## src/rtl/core/vtc_pkg.sv

```systemverilog
`timescale 1ns / 1ps
`default_nettype none

package vtc_pkg;

  localparam int COORD_WIDTH = 32;
  localparam int FRAC_BITS   = 16;

  localparam int DIM         = 4;
  localparam int NUM_ENTRIES = DIM * DIM;
  localparam int IDX_W       = $clog2(NUM_ENTRIES);
  localparam int PROD_W      = 2 * COORD_WIDTH;
  localparam int PAIR_W      = PROD_W + 1;
  localparam int SUM_W       = PROD_W + 2;
  localparam int CLIP_W      = 6;

  localparam logic OP_LOAD   = 1'b0;
  localparam logic OP_VERTEX = 1'b1;

  localparam int OC_LEFT     = 0;
  localparam int OC_RIGHT    = 1;
  localparam int OC_BOTTOM   = 2;
  localparam int OC_TOP      = 3;
  localparam int OC_NEAR     = 4;
  localparam int OC_FAR      = 5;

  typedef logic signed [COORD_WIDTH-1:0] coord_t;
  typedef logic signed [COORD_WIDTH:0]   coord_ext_t;
  typedef logic signed [PROD_W-1:0]      prod_t;
  typedef logic signed [PAIR_W-1:0]      pair_t;
  typedef logic signed [SUM_W-1:0]       sum_t;
  typedef logic        [IDX_W-1:0]       idx_t;
  typedef logic        [CLIP_W-1:0]      clip_t;

  typedef struct packed {
    logic valid;
    logic last;
  } ctl_t;

endpackage

`default_nettype wire

```

## src/rtl/core/vtc_sum_stage.sv

```systemverilog
`timescale 1ns / 1ps
`default_nettype none

module vtc_sum_stage import vtc_pkg::*; (
  input  wire logic  clk,
  input  wire logic  rst_n,
  input  wire logic  adv,
  input  wire prod_t prod [NUM_ENTRIES],
  input  wire ctl_t  ctl,
  output sum_t       sum_r [DIM],
  output ctl_t       ctl_r
);

  pair_t pair_r [2*DIM];
  ctl_t  pair_ctl_r;

  always_ff @(posedge clk) begin
    if (adv) begin
      for (int k = 0; k < DIM; k++) begin
        for (int h = 0; h < 2; h++) begin
          pair_r[k*2 + h] <= pair_t'(prod[k*DIM + 2*h]) + pair_t'(prod[k*DIM + 2*h + 1]);
        end
        sum_r[k] <= sum_t'(pair_r[k*2]) + sum_t'(pair_r[k*2 + 1]);
      end
    end
  end

  always_ff @(posedge clk) begin
    if (!rst_n) begin
      pair_ctl_r <= '0;
      ctl_r      <= '0;
    end else if (adv) begin
      pair_ctl_r <= ctl;
      ctl_r      <= pair_ctl_r;
    end
  end

endmodule

`default_nettype wire

```

## config.mk

```make
export PLATFORM = sky130hd
export DESIGN_NAME = vtc_sum_stage
export DESIGN_NICKNAME = d
export VERILOG_FILES = /design/src/rtl/core/vtc_pkg.sv /design/src/rtl/core/vtc_sum_stage.sv
export SDC_FILE = /design/constraint.sdc
export NUM_CORES = 2
export LEC_CHECK = 0
export BUFFER_PORTS_ARGS = -buffer_cell sky130_fd_sc_hd__buf_2
export CAP_MARGIN = 20
export CORE_AREA = 2 2 504 506
export DETAILED_ROUTE_END_ITERATION = 12
export DIE_AREA = 0 0 506 508
export GPL_TIMING_DRIVEN = 0
export SLEW_MARGIN = 25
export SYNTH_ARGS = -nofsm -noshare
export SYNTH_HDL_FRONTEND = slang
export SYNTH_SLANG_ARGS = --single-unit
```

## constraint.sdc

```tcl
create_clock -name clk -period 4.2 [get_ports clk]
set_input_delay 0.42 -clock clk [delete_from_list [all_inputs] [get_ports clk]]
set_output_delay 0.42 -clock clk [all_outputs]
set_load 0.01 [all_outputs]
```

==> flow_summary.ini <==
[sta]
min_period_over_period = 0.995
setup_ws_ps = 19.0
setup_violations = 0
fin_worst_skew_ps = 71.0
slew_headroom = 0.361
tightest_slew_ps = 952
max_freq_mhz = 239
hold_viol_final = 0
rsz0062_at_grt = false
maxSlewViolCount = 0
post-route-min-period_ps = 4180

[floorplan]
pin_count = 1295
fp.dieH_um = 508
start_util = 0.269
num_rows = 185
coreArea_um2 = 252000
fp.dieW_um = 506
die_area_um2 = 257000

[power]
ir_drop_mv = 0.273
leakagePower_nw = 35.2
cellPowerDensity_nw_per_um2 = 482
power_mw = 40.0

[critical_path]
worstPathRequired_ps = 4620
worst_setup_path_end_kind = register
critical_path.max_fanout = 6
crit_type = primary input to register
worst_ep_arrival_time_ps = 4600
crit_path_start_kind = primary input

[cts]
cts-htree-levels = 3
cts_root_buffer = clkbuf_16
clkTransAtPathRegs_ps = 60
cts_tree = done
clockBufferDepth = 3
cts_buffers = 97
cts_sinks = 788
worst_skew_pair.late_latency_ps = 770

[detailed_routing]
drc = 0
via_per_inst = 5.39
drt-total-wl_um = 334000
first_pass_iters = 6
drt_iter0_drc = 6676
ant_nets = 0
vias = 66100
routed_wire_length_per_instance_um = 27.2

[run]
drv_cap = 0

[synthesis]
synthAdderAreaFrac = 0.146
synth_cell_types = 100
avgSynthCellArea_um2 = 9.26
synth_top_family_by_area = compound AO/OA/AOI/OAI gates
synth_nets = 9127
yosys.area_share.simple = 0.129
synth-main-ff-cell = edfxtp_1
synth_seq_area_share = 0.349
syn_area_um2 = 67800
synth_xor_area_frac = 0.0933
synth_mux_area_frac = 0.00103
syn_inst = 7314
synth_seq_cells = 788
synth_edf_count = 784
yosysWarnings = 0
synth-compound-area-share = 0.253
async_flop_share = 0

[global_routing]
grt_pass1_vias = 63500
antenna_found_initial = 160
grt_usage = 0.248
gr-total-overflow = 0
grt_pass1_wl_um = 461000
grt_max_degree = 132

[finish]
area_growth_pct = 22.5
design_area_um2 = 83000
drive_above_1_share = 0.185
num-nets-final = 10600
layout_common_cells = buf_2, a21oi_1, edfxtp_1, ha_1, nand2_1
final_common_cell = buf_2
final_util = 0.329

[placement]
dp_hpwl_um = 290000
place.gp.congestion = 1.03
io_buffer_count = 1294
pre_cts_slack_ps = -1080
post_dp_cell_area_um2 = 78800

[run_status]
status = completed

[worst_hold_path]
hold_class = primary input to register
## what timing repair did
| item | in CTS | in global routing |
|---|---|---|
| pin swaps | 6 | 10 |
| hold endpoints to repair | 50 | 0 |
| buffers inserted | 2 | 2 |
| setup endpoints to repair | 31 | 53 |
| resized for setup | 28 | 40 |
| hold buffers | 21 | 0 |
## registers in the layout, indices dropped and copies added (netlist names)
register and cells:
pair_r 520, pair_ctl_r 2, ctl_r 2, sum_r 264
## stage by stage
step / hold slack [ps] / instances / setup TNS, ps
floorplan: 482 / 7314 / 0
global placement: 498 / 12000 / -7820860
detailed placement: 513 / 12000 / -33300
CTS: 2.00 / 12200 / 0
global route: 36.4 / 12200 / 0
finish: 74.4 / 12300 / 0
## cell usage after synthesis (113+ instances only)
master,number,area share
a21oi_1,934,0.069
edfxtp_1,784,0.35
ha_1,772,0.14
nand2_1,543,0.030
o21ai_0,497,0.037
xnor2_1,459,0.059
a21o_1,433,0.048
nor2_1,393,0.022
xor2_1,263,0.034
clkbuf_1,259,0.014
nand4_1,245,0.023
inv_1,242,0.013
o21bai_1,181,0.020
nand3_1,122,0.0090
nor3_1,113,0.0083
## cell families (layout without fill, tap and decap cells)
| logic type | after synthesis | in the layout |
|---|---|---|
| adder cells (fa/ha/maj) | 784 | 784 |
| multiplexers | 7 | 7 |
| buffers and inverters | 513 | 2024 |
| flip-flops | 788 | 788 |
| AO/OA/AOI/OAI | 2698 | 2698 |
| XOR/XNOR | 722 | 722 |
| AND/OR/NAND/NOR | 1802 | 1802 |
| other | 0 | 87 |
## final timing paths
check	startpoint	end	slack (ps)	cells past startpoint
setup / recovery	prod[661]	pair_r[0][193]	20	11
setup reg to reg	pair_r[1][68]	sum_r[131]	120	12
hold reg to reg	pair_ctl_r[1]	pair_ctl_r[1]	520	2
hold / removal	prod[576]	pair_r[0][195]	70	2
## critical path, stage by stage
cell and delay, ps:
buf_2 100, ha_1 580, nand2_1 330, nor2_2 700, or4b_2 660, nor4b_1 330, a211oi_1 180, o21a_1 350
o21ai_0 410, a31oi_1 270, xnor2_1 230
## metal layers
layer	share of wire	global-route usage	routed length [um]	vias up
met2	0.46	0.409	153000	3000
met5	0.0011	0	360	-
li1	-	-	-	30700
met4	0.051	0.109	16900	56
met3	0.074	0.0447	24900	569
met1	0.41	0.315	139000	31800
## layout make-up
type                            count  area [um2]
Clock inverter                     71         977
Tap cell                         3366        4210
Inverter                          243         912
Clock buffer                      111        2480
Fill cell                       26500      169000
Timing Repair Buffer             1331        6970
Buffer                            268        1020
Antenna cell                       87         218
Multi-Input combinational cell   6013       42600
Sequential cell                   788       23600
## report_power, final
group          internal (mW)  switching, mW  total (mW)
Clock                   5.32           3.86        9.18
Sequential              11.4           1.15        12.6
Combinational           6.39           11.9        18.3
Total                   23.1           16.9        40.0
Note: power is estimated with default switching activity, not from simulation.
