$ cat config.mk
export PLATFORM = sky130hd
export DESIGN_NAME = vtc_sat_clip
export DESIGN_NICKNAME = d
export VERILOG_FILES = /design/src/rtl/core/vtc_pkg.sv /design/src/rtl/core/vtc_sat_clip.sv
export SDC_FILE = /design/constraint.sdc
export NUM_CORES = 1
export LEC_CHECK = 0
export ABC_AREA = 1
export BUFFER_PORTS_ARGS = -buffer_cell sky130_fd_sc_hd__buf_2
export CAP_MARGIN = 25
export CORE_ASPECT_RATIO = 2
export CORE_UTILIZATION = 48
export CTS_CLUSTER_SIZE = 10
export DETAILED_ROUTE_END_ITERATION = 10
export PLACE_DENSITY = 0.87
export REMOVE_ABC_BUFFERS = 1
export SETUP_SLACK_MARGIN = 0.1
export SLEW_MARGIN = 20
export SYNTH_ARGS = -nofsm -noshare
export SYNTH_HDL_FRONTEND = slang
export SYNTH_SLANG_ARGS = --single-unit
$ cat constraint.sdc
create_clock -name clk -period 2.81 [get_ports clk]
set_input_delay 0.281 -clock clk [delete_from_list [all_inputs] [get_ports clk]]
set_output_delay 0.281 -clock clk [all_outputs]
set_load 0.05 [all_outputs]
$ cat src/rtl/core/vtc_pkg.sv
`timescale 1ns / 1ps
`default_nettype none

package vtc_pkg;

  localparam int COORD_WIDTH = 32;
  localparam int FRAC_BITS   = 16;

  localparam int DIM         = 4;
  localparam int NUM_ENTRIES = DIM * DIM;
  localparam int IDX_W       = $clog2(NUM_ENTRIES);
  localparam int PROD_W      = 2 * COORD_WIDTH;
  localparam int PAIR_W      = PROD_W + 1;
  localparam int SUM_W       = PROD_W + 2;
  localparam int CLIP_W      = 6;

  localparam logic OP_LOAD   = 1'b0;
  localparam logic OP_VERTEX = 1'b1;

  localparam int OC_LEFT     = 0;
  localparam int OC_RIGHT    = 1;
  localparam int OC_BOTTOM   = 2;
  localparam int OC_TOP      = 3;
  localparam int OC_NEAR     = 4;
  localparam int OC_FAR      = 5;

  typedef logic signed [COORD_WIDTH-1:0] coord_t;
  typedef logic signed [COORD_WIDTH:0]   coord_ext_t;
  typedef logic signed [PROD_W-1:0]      prod_t;
  typedef logic signed [PAIR_W-1:0]      pair_t;
  typedef logic signed [SUM_W-1:0]       sum_t;
  typedef logic        [IDX_W-1:0]       idx_t;
  typedef logic        [CLIP_W-1:0]      clip_t;

  typedef struct packed {
    logic valid;
    logic last;
  } ctl_t;

endpackage

`default_nettype wire

$ cat src/rtl/core/vtc_sat_clip.sv
`timescale 1ns / 1ps
`default_nettype none

module vtc_sat_clip import vtc_pkg::*; (
  input  wire logic clk,
  input  wire logic rst_n,
  input  wire logic adv,
  input  wire sum_t sum [DIM],
  input  wire ctl_t ctl,
  output coord_t    coord_r [DIM],
  output clip_t     clip_r,
  output ctl_t      ctl_r
);

  localparam int TOP_W = SUM_W - (FRAC_BITS + COORD_WIDTH - 1);

  coord_t sat_nxt [DIM];
  coord_t sat_r   [DIM];
  ctl_t   sat_ctl_r;
  clip_t  clip_nxt;

  coord_ext_t w_e;
  coord_ext_t nw_e;
  coord_ext_t x_e;
  coord_ext_t y_e;
  coord_ext_t z_e;

  // floor shift is a plain bit select; saturate when the bits above do not agree
  always_comb begin
    for (int k = 0; k < DIM; k++) begin
      if ((sum[k][SUM_W-1 -: TOP_W] == '0) || (sum[k][SUM_W-1 -: TOP_W] == '1)) begin
        sat_nxt[k] = sum[k][FRAC_BITS +: COORD_WIDTH];
      end else if (sum[k][SUM_W-1]) begin
        sat_nxt[k] = {1'b1, {(COORD_WIDTH-1){1'b0}}};
      end else begin
        sat_nxt[k] = {1'b0, {(COORD_WIDTH-1){1'b1}}};
      end
    end
  end

  // one extra bit so negating the most negative w does not wrap
  always_comb begin
    x_e  = coord_ext_t'(sat_r[0]);
    y_e  = coord_ext_t'(sat_r[1]);
    z_e  = coord_ext_t'(sat_r[2]);
    w_e  = coord_ext_t'(sat_r[3]);
    nw_e = -w_e;
    clip_nxt            = '0;
    clip_nxt[OC_LEFT]   = x_e < nw_e;
    clip_nxt[OC_RIGHT]  = x_e > w_e;
    clip_nxt[OC_BOTTOM] = y_e < nw_e;
    clip_nxt[OC_TOP]    = y_e > w_e;
    clip_nxt[OC_NEAR]   = z_e < 0;
    clip_nxt[OC_FAR]    = z_e > w_e;
  end

  always_ff @(posedge clk) begin
    if (adv) begin
      sat_r   <= sat_nxt;
      coord_r <= sat_r;
      clip_r  <= clip_nxt;
    end
  end

  always_ff @(posedge clk) begin
    if (!rst_n) begin
      sat_ctl_r <= '0;
      ctl_r     <= '0;
    end else if (adv) begin
      sat_ctl_r <= ctl;
      ctl_r     <= sat_ctl_r;
    end
  end

endmodule

`default_nettype wire

==> results of run 1 <==
-- final cells by class --
type                    instances  area [um2]  area share
multi-input cells             811        5487      0.3004
repair buffers                479        2867      0.1569
inverters                     184       690.7     0.03782
clock buffers                  44       803.3     0.04398
flip-flops and latches        265        7918      0.4335
clock inverters                 2       46.29    0.002535
well taps                     360       450.4     0.02466
diodes                          1       2.502   0.0001370
-- kinds of logic after synthesis --
family                     after synthesis
AOI/OAI and AO/OA                      210
xor gates and xnor gates                20
adders and majority gates              157
buffers and inverters                  214
DFF                                    265
and+or+nand+nor                        424
-- routing by layer --
layer,global-route usage,part of all wire
met1,0.2795,0.32
met5,0,0
met2,0.5339,0.54
met4,0.2213,0.082
met3,0.03806,0.062
-- path summary, 6_finish.rpt --
kind | endpoint | start
worst min-delay path | sat_r[106] | sum[224]
worst min register to register | coord_r[31] | sat_r[31]
worst max register to register | clip_r[2] | sat_r[4]
worst max-delay path | clip_r[2] | sat_r[4]
-- synthesized netlist by cell type, drive strengths merged --
cell	count
nand2	239
o22ai	1
a41oi	3
dfxtp	4
a211oi	5
nor3	16
nand3b	3
or2	2
a21o	2
xor2	20
o21ai	113
nand3	26
ha	157
a31o	1
buf	4
clkinv	2
edfxtp	261
inv	182
o41ai	1
o31ai	1
o21bai	2
nand4	39
o211ai	6
nor4	29
nor2	69
a21oi	65
clkbuf	26
nor4b	1
o21a	8
o221ai	2
-- state kept, by name, indices dropped and copies added (netlist names) --
| register | flops |
|---|---|
| sat_ctl_r | 2 |
| ctl_r | 2 |
| coord_r | 127 |
| clip_r | 6 |
| sat_r | 128 |
-- worst min-delay path, stage by stage --
cell	delay (ps)
buf_2	90
nand2_1	50
nand2_1	50
-- metrics by stage --
stage | hold WS, ps | setup TNS, ps
2_1_floorplan | 379.9 | -7226
3_3_place_gp | 437.9 | -1027
3_5_place_dp | 433.8 | -1123
4_1_cts | 1.042 | -844.0
5_1_grt | 6.847 | -1360
6_report | 19.28 | -939.3
-- where the power goes --
group          switching (mW)  internal, mW
logic                    1.45         0.774
registers               0.229          4.71
clock network            1.50          2.04
total                    3.18          7.52
-- repair_timing --
item	4_1_cts	5_1_grt
hold endpoints to repair	29	0
cloned	0	0
gates resized for setup	34	11
hold buffers	30	0
pin swaps	21	13
endpoints found under the setup margin	2	3
setup buffers	8	4
==> impl_metrics.json, run 1 <==
{
  "clock_skew_ps": 21.66,
  "cp_slowest_cell": "edfxtp_1",
  "powerDensity_nw_per_um2": 585.9,
  "clkLatencyLatePin_ps": 570,
  "setup_viol": 2,
  "rsz0062_at_grt": "true",
  "final_cell_mix": "buf_2 (339), edfxtp_1 (261), nand2_1 (233)",
  "worstMarginPinSlew_ps": 816.8,
  "wl_mm": 42.99,
  "drive_gt1_frac": 0.3014,
  "synth_compound_gate_area_share": 0.08242,
  "drc": 1,
  "cp.required_ps": 3130,
  "ant_nets": 0,
  "tritoncts": "yes",
  "cp.depth": 20,
  "place_ws_ps": -632.8,
  "rows": 88,
  "crit_type": "reg -> reg",
  "synth_top_area_frac": 0.5618,
  "cts.path.max_buffers": 3,
  "status": "finished, violations left",
  "synthAdderAreaFrac": 0.1408,
  "crit_chain": "buf_6, nor2_2, nand2_2, nor2_4, nand3_2, nor2_4, nand4_1, nor2_2, inv_1, o21ai_1, nand2_1, ha_1, nand2_1, o21ai_1, nand3_1, a21oi_2, a211oi_2, buf_4, nand3_1, nand2_1",
  "finalNonFillerCells": 2146,
  "cts.htree.levels": 1,
  "clockRootBuffer": "clkbuf_16",
  "placed_cells": 2057,
  "worst-path-max-fanout": 3,
  "grt_pass1_vias": 12090,
  "syn_area_um2": 13950,
  "antenna_found_initial": 1,
  "finish.utilization": 0.6355,
  "ys_warn_count": 0,
  "yosys.area.top_type": "edfxtp_1",
  "violations": "design-rule violations, negative setup slack",
  "crit_top_cell": "nand2_1",
  "vdd_ir_drop_max_uv": 570.2,
  "n_fill_cell": 2181,
  "drtIter0Drc": 721,
  "final_common_cell": "buf_2",
  "endpoint_kind": "register",
  "hold_depth": 3,
  "fin_ws_ps": -499.3,
  "p_leak_nw": 8.367,
  "port_buffers": 340,
  "placed_area_um2": 16780,
  "path_clk_slew_ps": 60,
  "slowest_delay_ps": 460,
  "crit_family": "simple AND/OR/NAND/NOR gates",
  "synth_mux_area_frac": 0,
  "synth_top_family_by_area": "adder cells",
  "min_path_type": "in -> reg",
  "hold_viol": 0,
  "core_um2": 28740,
  "dieArea_um2": 29790,
  "grt_use_total": 0.2889,
  "min_period_ps": 3309,
  "nNetsFinal": 2197,
  "ff2ff_path_depth": 20,
  "globalplace.congestion": 1.050,
  "die_w_um": 122.6,
  "maxSlewHeadroom": 0.4504,
  "finish.instance_area_um2": 18260,
  "initial_core_util": 0.4855,
  "grt_overflow": 0,
  "wire_per_inst_um": 20.03,
  "worst-path-buf-inv": 3,
  "clock-sinks": 265,
  "min_period_over_period": 1.178,
  "die_y_um": 243.1,
  "num_vias": 11780,
  "yosys_register_bits": 265,
  "ys_types": 41,
  "synth_xor_area_frac": 0.01256,
  "viasPerCell": 5.488,
  "synth_simple_gate_area_share": 0.1380,
  "grt_max_degree": 72,
  "worstSetupStartpointType": "register",
  "syn_to_final_growth_pct": 30.92,
  "synth.avg_cell_area_um2": 10.81,
  "r2r_setup_slack_ps": -500,
  "dp_hpwl_mm": 32.60,
  "dr.pass1.iters": 8,
  "clock.fmax_mhz": 302.2,
  "drv_cap": 0,
  "synth_area_leaders": "edfxtp_1 (56%), ha_1 (14%), nand2_1 (6.3%)",
  "yosysSeqAreaShare": 0.5675,
  "synthCells": 1290,
  "cp.arrival_ps": 3630,
  "num_io_pins": 405,
  "fin_total_pwr_mw": 10.70,
  "cts_made_buffers": 30,
  "drv_slew": 0,
  "grt_pass1_wl_mm": 63.31
}
No activity file was read; power rests on OpenSTA's default activity.
==> run 2, diff against run 1 <==
Settings changed: SKIP_CTS_REPAIR_TIMING set to 1.
==> run 2 against run 1 <==
Sequential share of layout area increased by 0.82 points. Register-to-register slack got worse by 170 ps. Die area did not move. The flow finishes with violations (design-rule violations, negative hold slack, negative setup slack). Core utilization is 1.2 points lower. Final area fell by 1.9%. First-iteration DRC count rose by 3.6%. Global-route usage is 0.99 points lower. Sequential power barely moved. Combinational power decreased by 2%. Hold slack worse by 22 ps. Routed wire length down 1.3%.
==> impl_metrics.json, run 2 (same netlist as run 1, synthesis figures left out) <==
{
  "grt_overflow": 0,
  "dieArea_um2": 29790,
  "p_clk_frac": 0.332,
  "top_register": "sat_r",
  "endpoint_kind": "register",
  "nNetsFinal": 2174,
  "crit_type": "reg -> reg",
  "die_w_um": 122.6,
  "grt_pass1_wl_mm": 61.20,
  "placed_area_um2": 16780,
  "drv_slew": 0,
  "p_int_mw": 7.491,
  "worstMarginPinSlew_ps": 798.0,
  "clock_skew_ps": 18.99,
  "clkLatencyLatePin_ps": 570,
  "final_common_cell": "buf_2",
  "hold_viol": 3,
  "fin_total_pwr_mw": 10.66,
  "finish.instance_area_um2": 17920,
  "crit_family": "simple AND/OR/NAND/NOR gates",
  "switchingPower_mw": 3.168,
  "fin_ws_ps": -666.8,
  "p_comb_frac": 0.205,
  "cp.arrival_ps": 3790,
  "grt_pass1_vias": 11690,
  "setup_viol": 2,
  "top_regs": "sat_r (128), coord_r (127), clip_r (6)",
  "swShare": 0.2972,
  "largest_reg_flops": 128,
  "syn_to_final_growth_pct": 28.48,
  "path_clk_slew_ps": 60,
  "cts_made_buffers": 30,
  "drv_cap": 0,
  "core_um2": 28740,
  "worst-path-buf-inv": 0,
  "crit_top_cell": "nand2_1",
  "violations": "design-rule violations, negative hold slack, negative setup slack",
  "worstSetupStartpointType": "register",
  "p_leak_nw": 8.235,
  "wire_per_inst_um": 19.98,
  "status": "finished, violations left",
  "min_period_ps": 3477,
  "num_io_pins": 405,
  "slowest_delay_ps": 480,
  "die_y_um": 243.1,
  "ant_nets": 0,
  "fin_setup_tns_ps": -1262,
  "dp_hpwl_mm": 32.60,
  "cts.path.max_buffers": 3,
  "drtIter0Drc": 747,
  "rsz0062_at_grt": "true",
  "min_path_type": "in -> reg",
  "clock-sinks": 265,
  "cts.htree.levels": 1,
  "finalHoldWorstSlack_ps": -3.187,
  "antenna_found_initial": 2,
  "crit_chain": "nor2_1, nand2_1, nor2_4, nand3_2, nor2_2, nand4_1, nor2_1, nand2_1, nor2_1, xor2_1, ha_1, nand3_1, a21oi_1, a211oi_2, nand2_1, nand2_1, nand2_1",
  "wl_mm": 42.43,
  "grt_max_degree": 72,
  "grt_use_total": 0.2790,
  "tritoncts": "yes",
  "maxSlewHeadroom": 0.4631,
  "final_cell_mix": "buf_2 (339), edfxtp_1 (261), nand2_1 (236)",
  "drc": 1,
  "rows": 88,
  "initial_core_util": 0.4855,
  "p_seq_frac": 0.463,
  "num_vias": 11700,
  "clock.fmax_mhz": 287.6,
  "clockRootBuffer": "clkbuf_16",
  "cp_slowest_cell": "edfxtp_1",
  "vdd_ir_drop_max_uv": 570.2,
  "min_period_over_period": 1.237,
  "globalplace.congestion": 1.050,
  "viasPerCell": 5.506,
  "dr.pass1.iters": 9,
  "powerDensity_nw_per_um2": 594.6,
  "worst-path-max-fanout": 4,
  "port_buffers": 340,
  "drive_gt1_frac": 0.2934,
  "finish.utilization": 0.6237,
  "cp.required_ps": 3130
}
==> run 2: cell count changes in the layout (fill, tap and decap cells not counted), sizes merged <==
cell,delta
dlygate4sd3,-17
buf,-6
diode,+1
==> run 2: area by class of cell <==
class	instances	area (um2)
sequential	265	7918
multi-input combinational	811	5371
tap	360	450.4
fill	2234	10810
inverter	184	690.7
timing repair buffer	456	2640
antenna	2	5.005
clock buffer	44	803.3
clock inverter	2	46.29
==> run 2: path summary, 6_finish.rpt <==
kind	cells past startpoint	endpoint	startpoint	slack, ps
setup / recovery	17	clip_r[2]	sat_r[5]	-670
hold / removal	3	sat_r[119]	sum[237]	-3
setup reg to reg	17	clip_r[2]	sat_r[5]	-670
hold reg to reg	0	coord_r[31]	sat_r[31]	450
==> run 2: power by group through the flow <==
stage                     clock network (mW)  logic [mW]  registers [mW]
after CTS                               3.59        2.12            4.93
after detailed placement                   0        2.11            5.00
after global routing                    3.71        2.38            4.96
after global placement                     0        2.04            5.00
after floorplan                            0       0.788            5.41
final                                   3.54        2.18            4.94
==> run 2: worst register-to-register path: stages, from the launching register on <==
cell and delay, ps:
edfxtp_1 480, nor2_1 160, nand2_1 110, nor2_4 210, nand3_2 140, nor2_2 160
nand4_1 200, nor2_1 230, nand2_1 90, nor2_1 120, xor2_1 300, ha_1 330
nand3_1 110, a21oi_1 80, a211oi_2 320, nand2_1 80, nand2_1 70, nand2_1 40
==> run 2: through the flow <==
stage / setup WS, ps / std cells
detailed placement: -632.8 / 2057
CTS: -670.1 / 2103
global placement: -595.3 / 2057
floorplan: -246.8 / 1260
finish: -666.8 / 2124
global route: -845.2 / 2124
==> run 2: per-layer routing <==
metal	vias up	global-route usage	part of all wire
li1	5457	-	-
met1	5433	0.2729	0.32
met2	633	0.5212	0.54
met3	172	0.03266	0.065
met4	0	0.2012	0.077
met5	-	0	0
